File: config.mk
export PLATFORM = sky130hd
export DESIGN_NAME = double_ended_list_engine
export DESIGN_NICKNAME = d
export VERILOG_FILES = /design/src/dele_pkg.sv /design/src/dele_free_map.sv /design/src/double_ended_list_engine.sv
export SDC_FILE = /design/constraint.sdc
export NUM_CORES = 1
export LEC_CHECK = 0
export BUFFER_PORTS_ARGS = -buffer_cell sky130_fd_sc_hd__buf_4
export CORE_ASPECT_RATIO = 0.75
export CORE_MARGIN = 1.5
export CORE_UTILIZATION = 55
export CTS_CLUSTER_SIZE = 10
export DETAILED_ROUTE_END_ITERATION = 6
export PLACE_DENSITY_LB_ADDON = 0.12
export RECOVER_POWER = 50
export SLEW_MARGIN = 20
export SYNTH_ARGS = -nofsm -noshare
export SYNTH_HDL_FRONTEND = slang
export SYNTH_SLANG_ARGS = --single-unit
File: constraint.sdc
create_clock -name i_clk -period 12.34 [get_ports i_clk]
set_input_delay 2.468 -clock i_clk [delete_from_list [all_inputs] [get_ports i_clk]]
set_output_delay 2.468 -clock i_clk [all_outputs]
set_load 0.01 [all_outputs]
File: src/dele_pkg.sv
package dele_pkg;

    localparam int DEF_CAPACITY = 16;

    localparam int FUNC_W   = 3;
    localparam int VALUE_W  = 32;
    localparam int STATUS_W = 2;
    localparam int ECOUNT_W = 5;

    // operation codes
    localparam logic [FUNC_W-1:0] FUNC_PUSH_HEAD = 3'd0;
    localparam logic [FUNC_W-1:0] FUNC_PUSH_TAIL = 3'd1;
    localparam logic [FUNC_W-1:0] FUNC_POP_HEAD  = 3'd2;
    localparam logic [FUNC_W-1:0] FUNC_POP_TAIL  = 3'd3;
    localparam logic [FUNC_W-1:0] FUNC_DELETE    = 3'd4;

    // status codes
    localparam logic [STATUS_W-1:0] ST_OK       = 2'd0;
    localparam logic [STATUS_W-1:0] ST_EMPTY    = 2'd1;
    localparam logic [STATUS_W-1:0] ST_NOTFOUND = 2'd2;
    localparam logic [STATUS_W-1:0] ST_FULL     = 2'd3;

    // requests to the free-slot map
    typedef struct packed {
        logic take;
        logic give;
    } t_free_req;

endpackage

File: src/dele_free_map.sv
module dele_free_map #(
    parameter int CAPACITY = dele_pkg::DEF_CAPACITY
) (
    input  logic                        i_clk,
    input  logic                        i_rst_n,
    input  dele_pkg::t_free_req         i_req,
    input  logic [$clog2(CAPACITY)-1:0] i_take_slot,
    input  logic [$clog2(CAPACITY)-1:0] i_give_slot,
    output logic [$clog2(CAPACITY)-1:0] o_alloc_slot,
    output logic                        o_any_free
);

    localparam int SW = $clog2(CAPACITY);

    logic [CAPACITY-1:0] r_free;
    logic [SW-1:0]       r_alloc_slot;
    logic                r_any_free;
    logic [SW-1:0]       n_alloc_slot;
    logic                n_any_free;

    // lowest free slot, registered so it follows the map in the cycle after
    always_comb begin
        n_alloc_slot = '0;
        for (int i = CAPACITY - 1; i >= 0; i--) begin
            if (r_free[i]) begin
                n_alloc_slot = SW'(i);
            end
        end
        n_any_free = |r_free;
    end

    always_ff @(posedge i_clk) begin
        if (!i_rst_n) begin
            r_free       <= '1;
            r_alloc_slot <= '0;
            r_any_free   <= 1'b1;
        end else begin
            r_alloc_slot <= n_alloc_slot;
            r_any_free   <= n_any_free;
            if (i_req.take) begin
                r_free[i_take_slot] <= 1'b0;
            end
            if (i_req.give) begin
                r_free[i_give_slot] <= 1'b1;
            end
        end
    end

    assign o_alloc_slot = r_alloc_slot;
    assign o_any_free   = r_any_free;

    a_take_free: assert property (@(posedge i_clk) disable iff (!i_rst_n)
        i_req.take |-> r_free[i_take_slot])
        else $error("slot taken that is not free");

    a_give_used: assert property (@(posedge i_clk) disable iff (!i_rst_n)
        i_req.give |-> !r_free[i_give_slot])
        else $error("slot released that is already free");

    a_no_both: assert property (@(posedge i_clk) disable iff (!i_rst_n)
        !(i_req.take && i_req.give))
        else $error("take and release in the same cycle");

    a_any_tracks: assert property (@(posedge i_clk) disable iff (!i_rst_n)
        i_req.take |=> (r_any_free == ($past(r_free) != '0)))
        else $error("free flag does not follow the map");

endmodule

File: src/double_ended_list_engine.sv
// channel   dir  handshake                  payload
// --------  ---  -------------------------  ----------------------------------------
// request   in   i_in_valid / o_in_ready    i_func, i_value
// result    out  o_out_valid / i_out_ready  o_status, o_removed_value, o_entry_count
//
// route per request: an empty pop, a delete on an empty list or an unknown code goes straight
// to S_RESULT; a pop passes S_READ, a push S_PUSH, and a push into a non-empty list with room also S_LINK
// delete reads one node per cycle from the head in S_WALK, then S_READ and, for a middle node, S_FIX
// reset (i_rst_n low, synchronous) frees every slot and empties the list; node memories keep
// their contents; a result held by i_out_ready low stalls the engine in S_RESULT and a new
// request is taken only once the previous result sits in the output register
module double_ended_list_engine #(
    parameter int CAPACITY = dele_pkg::DEF_CAPACITY
) (
    input  logic                                i_clk,
    input  logic                                i_rst_n,
    input  logic                                i_in_valid,
    output logic                                o_in_ready,
    input  logic [dele_pkg::FUNC_W-1:0]         i_func,
    input  logic signed [dele_pkg::VALUE_W-1:0] i_value,
    output logic                                o_out_valid,
    input  logic                                i_out_ready,
    output logic [dele_pkg::STATUS_W-1:0]       o_status,
    output logic signed [dele_pkg::VALUE_W-1:0] o_removed_value,
    output logic [dele_pkg::ECOUNT_W-1:0]       o_entry_count
);

    localparam int SW = $clog2(CAPACITY);
    localparam int CW = $clog2(CAPACITY + 1);

    typedef struct packed {
        logic [SW-1:0] nxt;
        logic [SW-1:0] prv;
    } t_link;

    typedef enum logic [6:0] {
        S_IDLE   = 7'b0000001,
        S_PUSH   = 7'b0000010,
        S_LINK   = 7'b0000100,
        S_WALK   = 7'b0001000,
        S_READ   = 7'b0010000,
        S_FIX    = 7'b0100000,
        S_RESULT = 7'b1000000
    } t_state;

    // node memories
    logic [dele_pkg::VALUE_W-1:0] r_val_mem  [CAPACITY];
    t_link                        r_link_mem [CAPACITY];
    logic [dele_pkg::VALUE_W-1:0] r_rd_val;
    t_link                        r_rd_link;

    logic                         rd_en;
    logic [SW-1:0]                rd_addr;
    logic                         val_we;
    logic                         link_we_nxt;
    logic                         link_we_prv;
    logic [SW-1:0]                link_wa;
    t_link                        link_wd;

    // free map
    dele_pkg::t_free_req          free_req;
    logic [SW-1:0]                alloc_slot;
    logic                         alloc_any;

    t_state                          r_state,   n_state;
    logic [dele_pkg::FUNC_W-1:0]     r_func,    n_func;
    logic [dele_pkg::VALUE_W-1:0]    r_val,     n_val;
    logic [SW-1:0]                   r_slot,    n_slot;
    logic [SW-1:0]                   r_head,    n_head;
    logic [SW-1:0]                   r_tail,    n_tail;
    logic [CW-1:0]                   r_count,   n_count;
    logic [CW-1:0]                   r_left,    n_left;
    logic [dele_pkg::STATUS_W-1:0]   r_status,  n_status;
    logic [dele_pkg::VALUE_W-1:0]    r_removed, n_removed;
    logic                            r_o_valid, n_o_valid;
    logic [dele_pkg::STATUS_W-1:0]   r_o_status,  n_o_status;
    logic [dele_pkg::VALUE_W-1:0]    r_o_removed, n_o_removed;
    logic [dele_pkg::ECOUNT_W-1:0]   r_o_count,   n_o_count;

    logic fix_next;
    logic fix_prev;
    logic is_push_head;

    dele_free_map #(
        .CAPACITY (CAPACITY)
    ) u_free_map (
        .i_clk        (i_clk),
        .i_rst_n      (i_rst_n),
        .i_req        (free_req),
        .i_take_slot  (alloc_slot),
        .i_give_slot  (r_slot),
        .o_alloc_slot (alloc_slot),
        .o_any_free   (alloc_any)
    );

    assign o_in_ready   = (r_state == S_IDLE);
    assign is_push_head = (r_func == dele_pkg::FUNC_PUSH_HEAD);
    assign fix_next     = (r_slot != r_head);
    assign fix_prev     = (r_slot != r_tail);

    always_comb begin
        n_state     = r_state;
        n_func      = r_func;
        n_val       = r_val;
        n_slot      = r_slot;
        n_head      = r_head;
        n_tail      = r_tail;
        n_count     = r_count;
        n_left      = r_left;
        n_status    = r_status;
        n_removed   = r_removed;
        n_o_valid   = r_o_valid && !i_out_ready;
        n_o_status  = r_o_status;
        n_o_removed = r_o_removed;
        n_o_count   = r_o_count;
        rd_en       = 1'b0;
        rd_addr     = r_head;
        val_we      = 1'b0;
        link_we_nxt = 1'b0;
        link_we_prv = 1'b0;
        link_wa     = r_slot;
        link_wd     = '0;
        free_req    = '0;

        unique case (r_state)
            S_IDLE: begin
                if (i_in_valid) begin
                    n_func    = i_func;
                    n_val     = i_value;
                    n_status  = dele_pkg::ST_OK;
                    n_removed = '0;
                    priority if (i_func == dele_pkg::FUNC_PUSH_HEAD ||
                                 i_func == dele_pkg::FUNC_PUSH_TAIL) begin
                        n_state = S_PUSH;
                    end else if (i_func == dele_pkg::FUNC_POP_HEAD ||
                                 i_func == dele_pkg::FUNC_POP_TAIL) begin
                        if (r_count == '0) begin
                            n_status = dele_pkg::ST_EMPTY;
                            n_state  = S_RESULT;
                        end else begin
                            rd_en   = 1'b1;
                            rd_addr = (i_func == dele_pkg::FUNC_POP_HEAD) ? r_head : r_tail;
                            n_slot  = rd_addr;
                            n_state = S_READ;
                        end
                    end else if (i_func == dele_pkg::FUNC_DELETE) begin
                        if (r_count == '0) begin
                            n_status = dele_pkg::ST_NOTFOUND;
                            n_state  = S_RESULT;
                        end else begin
                            rd_en   = 1'b1;
                            rd_addr = r_head;
                            n_slot  = r_head;
                            n_left  = CW'(r_count - 1'b1);
                            n_state = S_WALK;
                        end
                    end else begin
                        n_state = S_RESULT;
                    end
                end
            end

            S_PUSH: begin
                if (!alloc_any) begin
                    n_status = dele_pkg::ST_FULL;
                    n_state  = S_RESULT;
                end else begin
                    val_we        = 1'b1;
                    free_req.take = 1'b1;
                    n_count       = CW'(r_count + 1'b1);
                    link_wa       = alloc_slot;
                    if (r_count == '0) begin
                        n_head  = alloc_slot;
                        n_tail  = alloc_slot;
                        n_state = S_RESULT;
                    end else begin
                        n_slot = alloc_slot;
                        if (is_push_head) begin
                            link_we_nxt = 1'b1;
                            link_wd.nxt = r_head;
                        end else begin
                            link_we_prv = 1'b1;
                            link_wd.prv = r_tail;
                        end
                        n_state = S_LINK;
                    end
                end
            end

            S_LINK: begin
                // link from the old end node to the new one: prv of the old head or nxt of the old tail
                if (is_push_head) begin
                    link_wa     = r_head;
                    link_we_prv = 1'b1;
                    link_wd.prv = r_slot;
                    n_head      = r_slot;
                end else begin
                    link_wa     = r_tail;
                    link_we_nxt = 1'b1;
                    link_wd.nxt = r_slot;
                    n_tail      = r_slot;
                end
                n_state = S_RESULT;
            end

            S_WALK: begin
                // read data belongs to r_slot; next address comes straight from it
                if (r_rd_val == r_val) begin
                    n_state = S_READ;
                end else if (r_left == '0) begin
                    n_status = dele_pkg::ST_NOTFOUND;
                    n_state  = S_RESULT;
                end else begin
                    rd_en   = 1'b1;
                    rd_addr = r_rd_link.nxt;
                    n_slot  = r_rd_link.nxt;
                    n_left  = CW'(r_left - 1'b1);
                end
            end

            S_READ: begin
                // unlink r_slot using the node read last
                n_removed     = r_rd_val;
                free_req.give = 1'b1;
                n_count       = CW'(r_count - 1'b1);
                n_state       = S_RESULT;
                if (r_count == CW'(1)) begin
                    n_head = '0;
                    n_tail = '0;
                end else begin
                    if (!fix_next) begin
                        n_head = r_rd_link.nxt;
                    end
                    if (!fix_prev) begin
                        n_tail = r_rd_link.prv;
                    end
                    if (fix_next) begin
                        link_wa     = r_rd_link.prv;
                        link_we_nxt = 1'b1;
                        link_wd.nxt = r_rd_link.nxt;
                        if (fix_prev) begin
                            n_state = S_FIX;
                        end
                    end else if (fix_prev) begin
                        link_wa     = r_rd_link.nxt;
                        link_we_prv = 1'b1;
                        link_wd.prv = r_rd_link.prv;
                    end
                end
            end

            S_FIX: begin
                link_wa     = r_rd_link.nxt;
                link_we_prv = 1'b1;
                link_wd.prv = r_rd_link.prv;
                n_state     = S_RESULT;
            end

            S_RESULT: begin
                if (!r_o_valid || i_out_ready) begin
                    n_o_valid   = 1'b1;
                    n_o_status  = r_status;
                    n_o_removed = r_removed;
                    n_o_count   = dele_pkg::ECOUNT_W'(r_count);
                    n_state     = S_IDLE;
                end
            end

            default: begin
                n_state = S_IDLE;
            end
        endcase
    end

    // node memories; reads and writes never fall in the same cycle since every
    // request finishes its writes before the next one issues a read
    always_ff @(posedge i_clk) begin
        if (val_we) begin
            r_val_mem[alloc_slot] <= r_val;
        end
        if (link_we_nxt) begin
            r_link_mem[link_wa].nxt <= link_wd.nxt;
        end
        if (link_we_prv) begin
            r_link_mem[link_wa].prv <= link_wd.prv;
        end
        if (rd_en) begin
            r_rd_val  <= r_val_mem[rd_addr];
            r_rd_link <= r_link_mem[rd_addr];
        end
    end

    always_ff @(posedge i_clk) begin
        if (!i_rst_n) begin
            r_state   <= S_IDLE;
            r_head    <= '0;
            r_tail    <= '0;
            r_count   <= '0;
            r_o_valid <= 1'b0;
        end else begin
            r_state   <= n_state;
            r_head    <= n_head;
            r_tail    <= n_tail;
            r_count   <= n_count;
            r_o_valid <= n_o_valid;
        end
    end

    always_ff @(posedge i_clk) begin
        r_func      <= n_func;
        r_val       <= n_val;
        r_slot      <= n_slot;
        r_left      <= n_left;
        r_status    <= n_status;
        r_removed   <= n_removed;
        r_o_status  <= n_o_status;
        r_o_removed <= n_o_removed;
        r_o_count   <= n_o_count;
    end

    assign o_out_valid     = r_o_valid;
    assign o_status        = r_o_status;
    assign o_removed_value = r_o_removed;
    assign o_entry_count   = r_o_count;

    a_count_bound: assert property (@(posedge i_clk) disable iff (!i_rst_n)
        r_count <= CW'(CAPACITY))
        else $error("list count above capacity");

    a_push_room: assert property (@(posedge i_clk) disable iff (!i_rst_n)
        (r_state == S_PUSH) |-> (alloc_any == (r_count != CW'(CAPACITY))))
        else $error("free map disagrees with list count");

    a_walk_left: assert property (@(posedge i_clk) disable iff (!i_rst_n)
        (r_state == S_WALK) |-> (r_left < r_count))
        else $error("walk runs past the list length");

    a_result_hold: assert property (@(posedge i_clk) disable iff (!i_rst_n)
        (r_state == S_RESULT && r_o_valid && !i_out_ready) |=> (r_state == S_RESULT))
        else $error("result dropped while output register busy");

endmodule

==> results of run 1 <==
-- flip-flops by register name (all words and copies together), names as in the netlist, 3 cells and up --
signal / count
o_entry_count: 5
o_removed_value: 32
r_count: 5
r_func: 3
r_head: 4
r_left: 5
r_link_mem: 128
r_rd_link: 8
r_rd_val: 32
r_removed: 32
r_slot: 4
r_state: 7
r_tail: 4
r_val: 32
r_val_mem: 512
u_free_map.o_alloc_slot: 4
u_free_map.r_free: 16
-- path summary, 6_finish.rpt --
| check | startpoint | endpoint | slack (ns) | depth (start not counted) |
|---|---|---|---|---|
| setup / recovery | i_func[1] | r_rd_val[27] | 5.38 | 12 |
| hold / removal | r_removed[3] | o_removed_value[3] | 0.41 | 0 |
| setup reg to reg | r_val[9] | r_rd_val[27] | 5.90 | 11 |
| hold reg to reg | r_removed[3] | o_removed_value[3] | 0.41 | 0 |
-- layout make-up --
class | instances | area [sq um] | share of cell area
antenna | 1 | 2.50 | 0.0000677
clock buffer | 113 | 2470 | 0.0667
clock inverter | 4 | 53.8 | 0.00146
inverter | 23 | 86.3 | 0.00234
multi-input combinational | 1156 | 7770 | 0.210
sequential | 839 | 24800 | 0.670
tap | 790 | 988 | 0.0267
timing repair buffer | 115 | 823 | 0.0223
-- cell families (layout without fill, tap and decap cells) --
| family | count (synthesis) | count (layout) | synth area share |
|---|---|---|---|
| other | 0 | 1 | 0 |
| AND/OR/NAND/NOR | 642 | 642 | 0.0933 |
| XOR/XNOR | 49 | 49 | 0.0130 |
| buffers and inverters | 140 | 255 | 0.0198 |
| flip-flops | 839 | 839 | 0.750 |
| AO/OA/AOI/OAI | 291 | 291 | 0.0705 |
| adder cells (fa/ha/maj) | 6 | 6 | 0.00227 |
| multiplexers | 168 | 168 | 0.0510 |
-- cell usage in the layout, fill, tap and decap left out, drive strengths merged, types with 12 or more instances in the layout --
cell	instances
nand3	16
a21oi	29
and4	43
nor3b	12
mux2i	167
o21ai	36
a32oi	160
buf	71
nand2	370
nor2	72
dfxtp	42
xnor2	14
edfxtp	797
clkbuf	157
xor2	35
inv	26
and2	44
nor3	21
-- metrics by stage --
stage	power (W)	setup WS (ns)	cell area (sq um)	util	hold slack, ns
floorplan	0.00335	7.56	33000	-	0.400
global placement	0.00343	5.16	34500	0.584	0.401
detailed placement	0.00343	4.96	34500	0.584	0.405
CTS	0.00582	5.63	37000	0.626	0.405
global route	0.00595	5.16	37000	0.625	0.410
finish	0.00578	5.38	37000	0.625	0.405
-- routing by layer --
metal / vias up / track usage / routed length [um]
li1: 8431 / - / -
met1: 9702 / 0.413 / 35800
met2: 1038 / 0.403 / 36900
met3: 138 / 0.0559 / 8420
met4: 0 / 0.0721 / 1670
met5: - / 0 / 0
-- cell usage after synthesis (4+ instances only) --
cell      instances
a32oi_1         160
a31oi_1           4
buf_4             5
nand2_1         370
nand2b_1         10
nor2_1           71
nor4_1           11
nand4_1           5
o221ai_1          5
a22oi_1           5
dfxtp_1          42
nor4b_1           6
ha_1              6
xnor2_1          14
o21ai_0          36
nor3_1           17
nor3b_1           9
o311ai_0          5
a211oi_1          4
nand3_1          16
nand3b_1          4
or3_1             4
a21oi_1          25
inv_1            23
o211ai_1          6
and3_1            6
or2_2             4
a222oi_1          8
and2_1           44
o21bai_1          4
mux2i_1         167
a21boi_0          4
and4_1           43
buf_6             6
clkbuf_1         52
nor2b_1           5
xor2_1           35
edfxtp_1        797
buf_2            53
-- power breakdown --
| group | internal (W) | switching, W | leakage [nW] | total [W] |
|---|---|---|---|---|
| sequential | 0.00318 | 0.0000604 | 7.56 | 0.00324 |
| combinational | 0.0000431 | 0.0000982 | 3.48 | 0.000141 |
| clock | 0.00138 | 0.00102 | 1.23 | 0.00240 |
==> impl_metrics.yaml, run 1 <==
outcome:
  status: "finished, violations left"
  violations: "DRC, capacitance limit, slew limit"
clock_network:
  cts_made_buffers: 94
  cts_buffer_depth: 3
  cts_setup_buffers: 0
  htreeDepth: 3
  clk_latency_ns: 0.65
  ctsHoldBuffers: 0
  cts_tree: "built"
  cts_resized: 0
  cts.sink_count: 839
  clkTransAtPathRegs_ns: 0.05
  cts_root_buffer: "clkbuf_16"
yosys:
  syn-cell-area_sq_um: 33000
  synth-seq-cells: 839
  synth_seq_area_share: 0.750
  synth_nets: 2180
  synth_edf_count: 797
  yosysWarnings: 0
  yosys-top-cells-area: "edfxtp_1 72%, mux2i_1 5.1%, a32oi_1 4.2%"
  avgSynthCellArea_sq_um: 15.5
  synthFlopType: "edfxtp_1"
  synth_area_leader_cell: "edfxtp_1"
  synth.top_cell.area_share: 0.725
  syn_inst: 2135
  synth-async-reset-ratio: 0
  yosysUniqueCellTypes: 65
cells_and_area:
  area_delta_synth_final_pct: 11.9
  drive_above_1_share: 0.109
  finalNetCount: 2274
  fill_cells: 4313
  fin_cells: 3041
sta:
  period_needed_ns: 6.96
  skew_ns: 0.0278
  max_freq_mhz: 144
  min_period_over_period: 0.564
  setup_viol: 0
  relSlewSlack: -0.962
  tightestPinTransition_ns: 2.94
  rsz0062_at_grt: "false"
  tns_ns: 0
  maxSlewViolCount: 239
  hold_violations: 0
routing:
  wl_per_cell_um: 27.2
  ant_nets: 0
  firstDrtPassIters: 7
  drc_errors: 2
  routed_via_density: 6.35
  vias: 19300
  drt_iter0_markers: 2359
  drt_wl_total_mm: 82.7
worst_setup_path:
  criticalPathCategory: "in2reg"
  cp_top_family: "buffers and inverters"
  critPathArrivalTime_ns: 7.35
  crit_path_end_kind: "flop"
  max_stage_delay_ns: 0.83
  worstSetupStartpointType: "input pin"
  path_cells: "clkbuf_1 -> nor2b_1 -> nand2_1 -> nor3_2 -> nor2_4 -> a221oi_4 -> buf_4 -> buf_4 -> and3_2 -> buf_4 -> a32oi_1 -> and4_1"
  cp_num_buf_inv: 4
  worst-path-max-fanout: 59
  crit_required_ns: 12.73
  slowest_stage: "buf_4"
  crit_top_cell: "buf_4"
worst_hold_path:
  hold_path_class: "reg2reg"
place:
  dpl.cell_count: 2923
  place_congestion: 0.957
  io_buffers: 79
  place_hpwl_mm: 45.0
grt:
  grt_pass1_vias: 18900
  antenna_found_initial: 0
  grt.total_usage: 0.272
  overflow: 0
  grt_max_degree: 161
  grt_pass1_wl_mm: 123
floorplanning:
  start_util: 0.558
  core_area_sq_um: 59200
  die_w_um: 286
  io_pins: 80
  die_area_sq_um: 61500
  rows: 77
  dieHeight_um: 215
pwr:
  leakage_nw: 12.3
  power.density_nw_per_um2: 156
  ir_worst_vdd_mv: 0.117
job:
  maxCapViolCount: 7
Note: power is estimated with default switching activity, not from simulation.
==> inputs of run 2 (changes only) <==
--- a/config.mk
+++ b/config.mk
@@ -5,6 +5,7 @@
 export SDC_FILE = /design/constraint.sdc
 export NUM_CORES = 1
 export LEC_CHECK = 0
+export ABC_AREA = 1
 export BUFFER_PORTS_ARGS = -buffer_cell sky130_fd_sc_hd__buf_4
 export CORE_ASPECT_RATIO = 0.75
 export CORE_MARGIN = 1.5
==> constraint.sdc (replaced) <==
create_clock -name i_clk -period 6.5 [get_ports i_clk]
set_input_delay 1.3 -clock i_clk [delete_from_list [all_inputs] [get_ports i_clk]]
set_output_delay 1.3 -clock i_clk [all_outputs]
set_load 0.01 [all_outputs]
==> run 2 against run 1 <==
The run still ends with DRC, capacitance limit, slew limit left. Clock skew down 0.0087 ns. Power is 94% higher. Clock power is 96% higher. Global-route usage is 0.99 points higher. Synthesized cell count rose by 60%. Critical path type is now reg2reg. Final area increased by 9.7%. Sequential power up 90%. Sequential cell count stayed put. Worst hold slack better by 0.010 ns.
==> impl_metrics.yaml, run 2 <==
outcome:
  status: "finished, violations left"
  violations: "DRC, capacitance limit, slew limit"
yosys:
  synth_area_leader_cell: "edfxtp_1"
  yosysWarnings: 0
  synth.top_cell.area_share: 0.652
  syn_inst: 3418
  yosys-top-cells-area: "edfxtp_1 65%, nand3_1 10%, nand2_1 6.9%"
  synthFlopType: "edfxtp_1"
  ys_top_cells_by_count: "797 x edfxtp_1, 738 x nand3_1, 672 x nand2_1, 508 x inv_1, 148 x nor2_1"
  synth_nets: 3463
  synth-seq-cells: 839
  yosys.cell_count.top_type: "edfxtp_1"
  avgSynthCellArea_sq_um: 10.7
  synth_edf_count: 797
  syn-cell-area_sq_um: 36700
  synth_seq_area_share: 0.675
  yosysUniqueCellTypes: 50
  synth-async-reset-ratio: 0
pwr:
  power_frac_seq: 0.548
  p_int_w: 0.00882
  ir_worst_vdd_mv: 0.217
  power.density_nw_per_um2: 277
  swShare: 0.214
  p_clk_frac: 0.420
  pwr-share-comb: 0.033
  p_switching_w: 0.00240
  leakage_nw: 15.8
floorplanning:
  die_w_um: 301
  start_util: 0.560
  core_area_sq_um: 65600
  dieHeight_um: 227
  die_area_sq_um: 68300
  rows: 81
  io_pins: 80
cells_and_area:
  drive_above_1_share: 0.0653
  fill_cells: 5236
  layout_top_registers: "r_val_mem x512, r_link_mem x128"
  mostFrequentLayoutCells: "797 x edfxtp_1, 738 x nand3_1, 672 x nand2_1"
  largest_reg_flops: 512
  final_common_cell: "edfxtp_1"
  regMostFlops: "r_val_mem"
  n_antenna_cell: 0
  area_delta_synth_final_pct: 10.5
  finalNetCount: 3504
worst_hold_path:
  min-delay-start: "r_removed[12]"
  hold_path_class: "reg2reg"
  hold-path-cell-count: 0
  hold_end: "o_removed_value[12]"
routing:
  drt_iter0_markers: 2782
  ant_nets: 0
  vias: 25300
  drt_wl_total_mm: 95.8
  firstDrtPassIters: 7
  wl_per_cell_um: 21.9
  routed_via_density: 5.79
  drc_errors: 1
clock_network:
  cts_made_buffers: 94
  clkTransAtPathRegs_ns: 0.05
  clk_latency_ns: 0.65
  ctsHoldBuffers: 0
  cts.sink_count: 839
  cts_resized: 0
  cts_root_buffer: "clkbuf_16"
  htreeDepth: 3
  cts_setup_buffers: 0
  cts_buffer_depth: 3
  cts_tree: "built"
place:
  place_hpwl_mm: 52.5
  post-place-ws_ns: 1.48
  io_buffers: 79
  place_congestion: 0.943
worst_setup_path:
  worst-path-max-fanout: 115
  worstSetupStartpointType: "flop"
  crit_required_ns: 6.90
  ff2ff_path_depth: 16
  r2r_end: "r_rd_link[6]"
  r2r_start: "r_val[6]"
  critPathArrivalTime_ns: 5.53
  reg2reg_slack_ns: 1.37
  criticalPathCategory: "reg2reg"
  crit_path_end_kind: "flop"
grt:
  overflow: 0
  grt.total_usage: 0.282
  antenna_found_initial: 0
  grt_pass1_vias: 23900
  grt_max_degree: 179
  grt_pass1_wl_mm: 144
sta:
  worst_slack_ns: 1.37
  tightestPinTransition_ns: 2.71
  period_needed_ns: 5.13
  maxSlewViolCount: 130
  setup_viol: 0
  hold_violations: 0
  tns_ns: 0
  max_freq_mhz: 195
  rsz0062_at_grt: "false"
  relSlewSlack: -0.809
  min_period_over_period: 0.789
  skew_ns: 0.0191
job:
  maxCapViolCount: 6
## run 2: cell count changes in the layout (fill, tap and decap cells not counted), moves of 16 or more
cell      previous run  this run
inv_2                0        16
inv_1               23       511
buf_4               70        37
clkbuf_1            31        86
a32oi_1            160         0
and4_1              43         0
mux2i_1            167         2
nand3_1             16       738
nand3b_1             4        88
xor2_1              35        12
nand2_1            370       672
and2_0              32         0
nor2_1              60       131
## run 2: critical path, stage by stage (launching register included)
cell      delay (ns)
edfxtp_1        0.31
clkbuf_1        0.56
xnor2_1         0.19
nand2_1         0.07
nor2_1          0.12
nand2_1         0.10
nor2_1          0.41
nand2_1         0.24
nand3_1         0.18
nand3_4         0.64
nand2_8         0.93
buf_4           0.57
nand2_1         0.11
nand3_1         0.09
nand3_1         0.11
nand3_1         0.12
nand2_1         0.07
## run 2: cells by family after synthesis
logic type	share of synthesized area
AO/OA/AOI/OAI	0.0237
flip-flops	0.675
multiplexers	0.000545
AND/OR/NAND/NOR	0.212
buffers and inverters	0.0778
XOR/XNOR	0.00907
adder cells (fa/ha/maj)	0.00204
## run 2: worst max-delay path by stage
stage | from | to | slack (ns) | depth (start not counted)
floorplan | i_in_valid | r_rd_link[0] | 1.02 | 4
global placement | i_func[2] | r_rd_link[6] | 1.45 | 14
detailed placement | r_val[14] | r_rd_link[4] | 1.48 | 15
CTS | r_val[14] | r_rd_link[4] | 1.46 | 15
global route | r_val[6] | r_rd_link[4] | 0.94 | 16
finish | r_val[6] | r_rd_link[6] | 1.37 | 16
## run 2: power groups by stage
stage | combinational [W] | clock [W] | sequential, W
floorplan | 0.000223 | 0 | 0.00621
global placement | 0.000368 | 0 | 0.00625
detailed placement | 0.000374 | 0 | 0.00625
CTS | 0.000375 | 0.00477 | 0.00614
global route | 0.000398 | 0.00496 | 0.00616
finish | 0.000365 | 0.00471 | 0.00614
## run 2: cell type report
cell class,count,area [sq um],area share
clock inverter,7,126,0.00312
clock buffer,124,2490,0.0613
multi-input combinational,1869,9250,0.228
sequential,839,24800,0.611
tap,871,1090,0.0269
inverter,529,1990,0.0490
timing repair buffer,126,840,0.0207
## run 2: metrics by stage
stage	util	power [W]	hold slack (ns)	area (sq um)	instances
after floorplan	-	0.00643	0.400	36700	3418
after global placement	0.582	0.00661	0.401	38200	4232
after detailed placement	0.582	0.00663	0.405	38200	4232
after CTS	0.622	0.0113	0.417	40800	4363
after global routing	0.618	0.0115	0.420	40600	4365
final	0.618	0.0112	0.415	40600	4365
## run 2: metal layers
| layer | GRT usage | vias to the layer above | wire length (um) |
|---|---|---|---|
| li1 | - | 11600 | - |
| met1 | 0.425 | 12300 | 43000 |
| met2 | 0.424 | 1195 | 42200 |
| met3 | 0.0495 | 178 | 8530 |
| met4 | 0.0731 | 0 | 2050 |
| met5 | 0 | - | 0 |
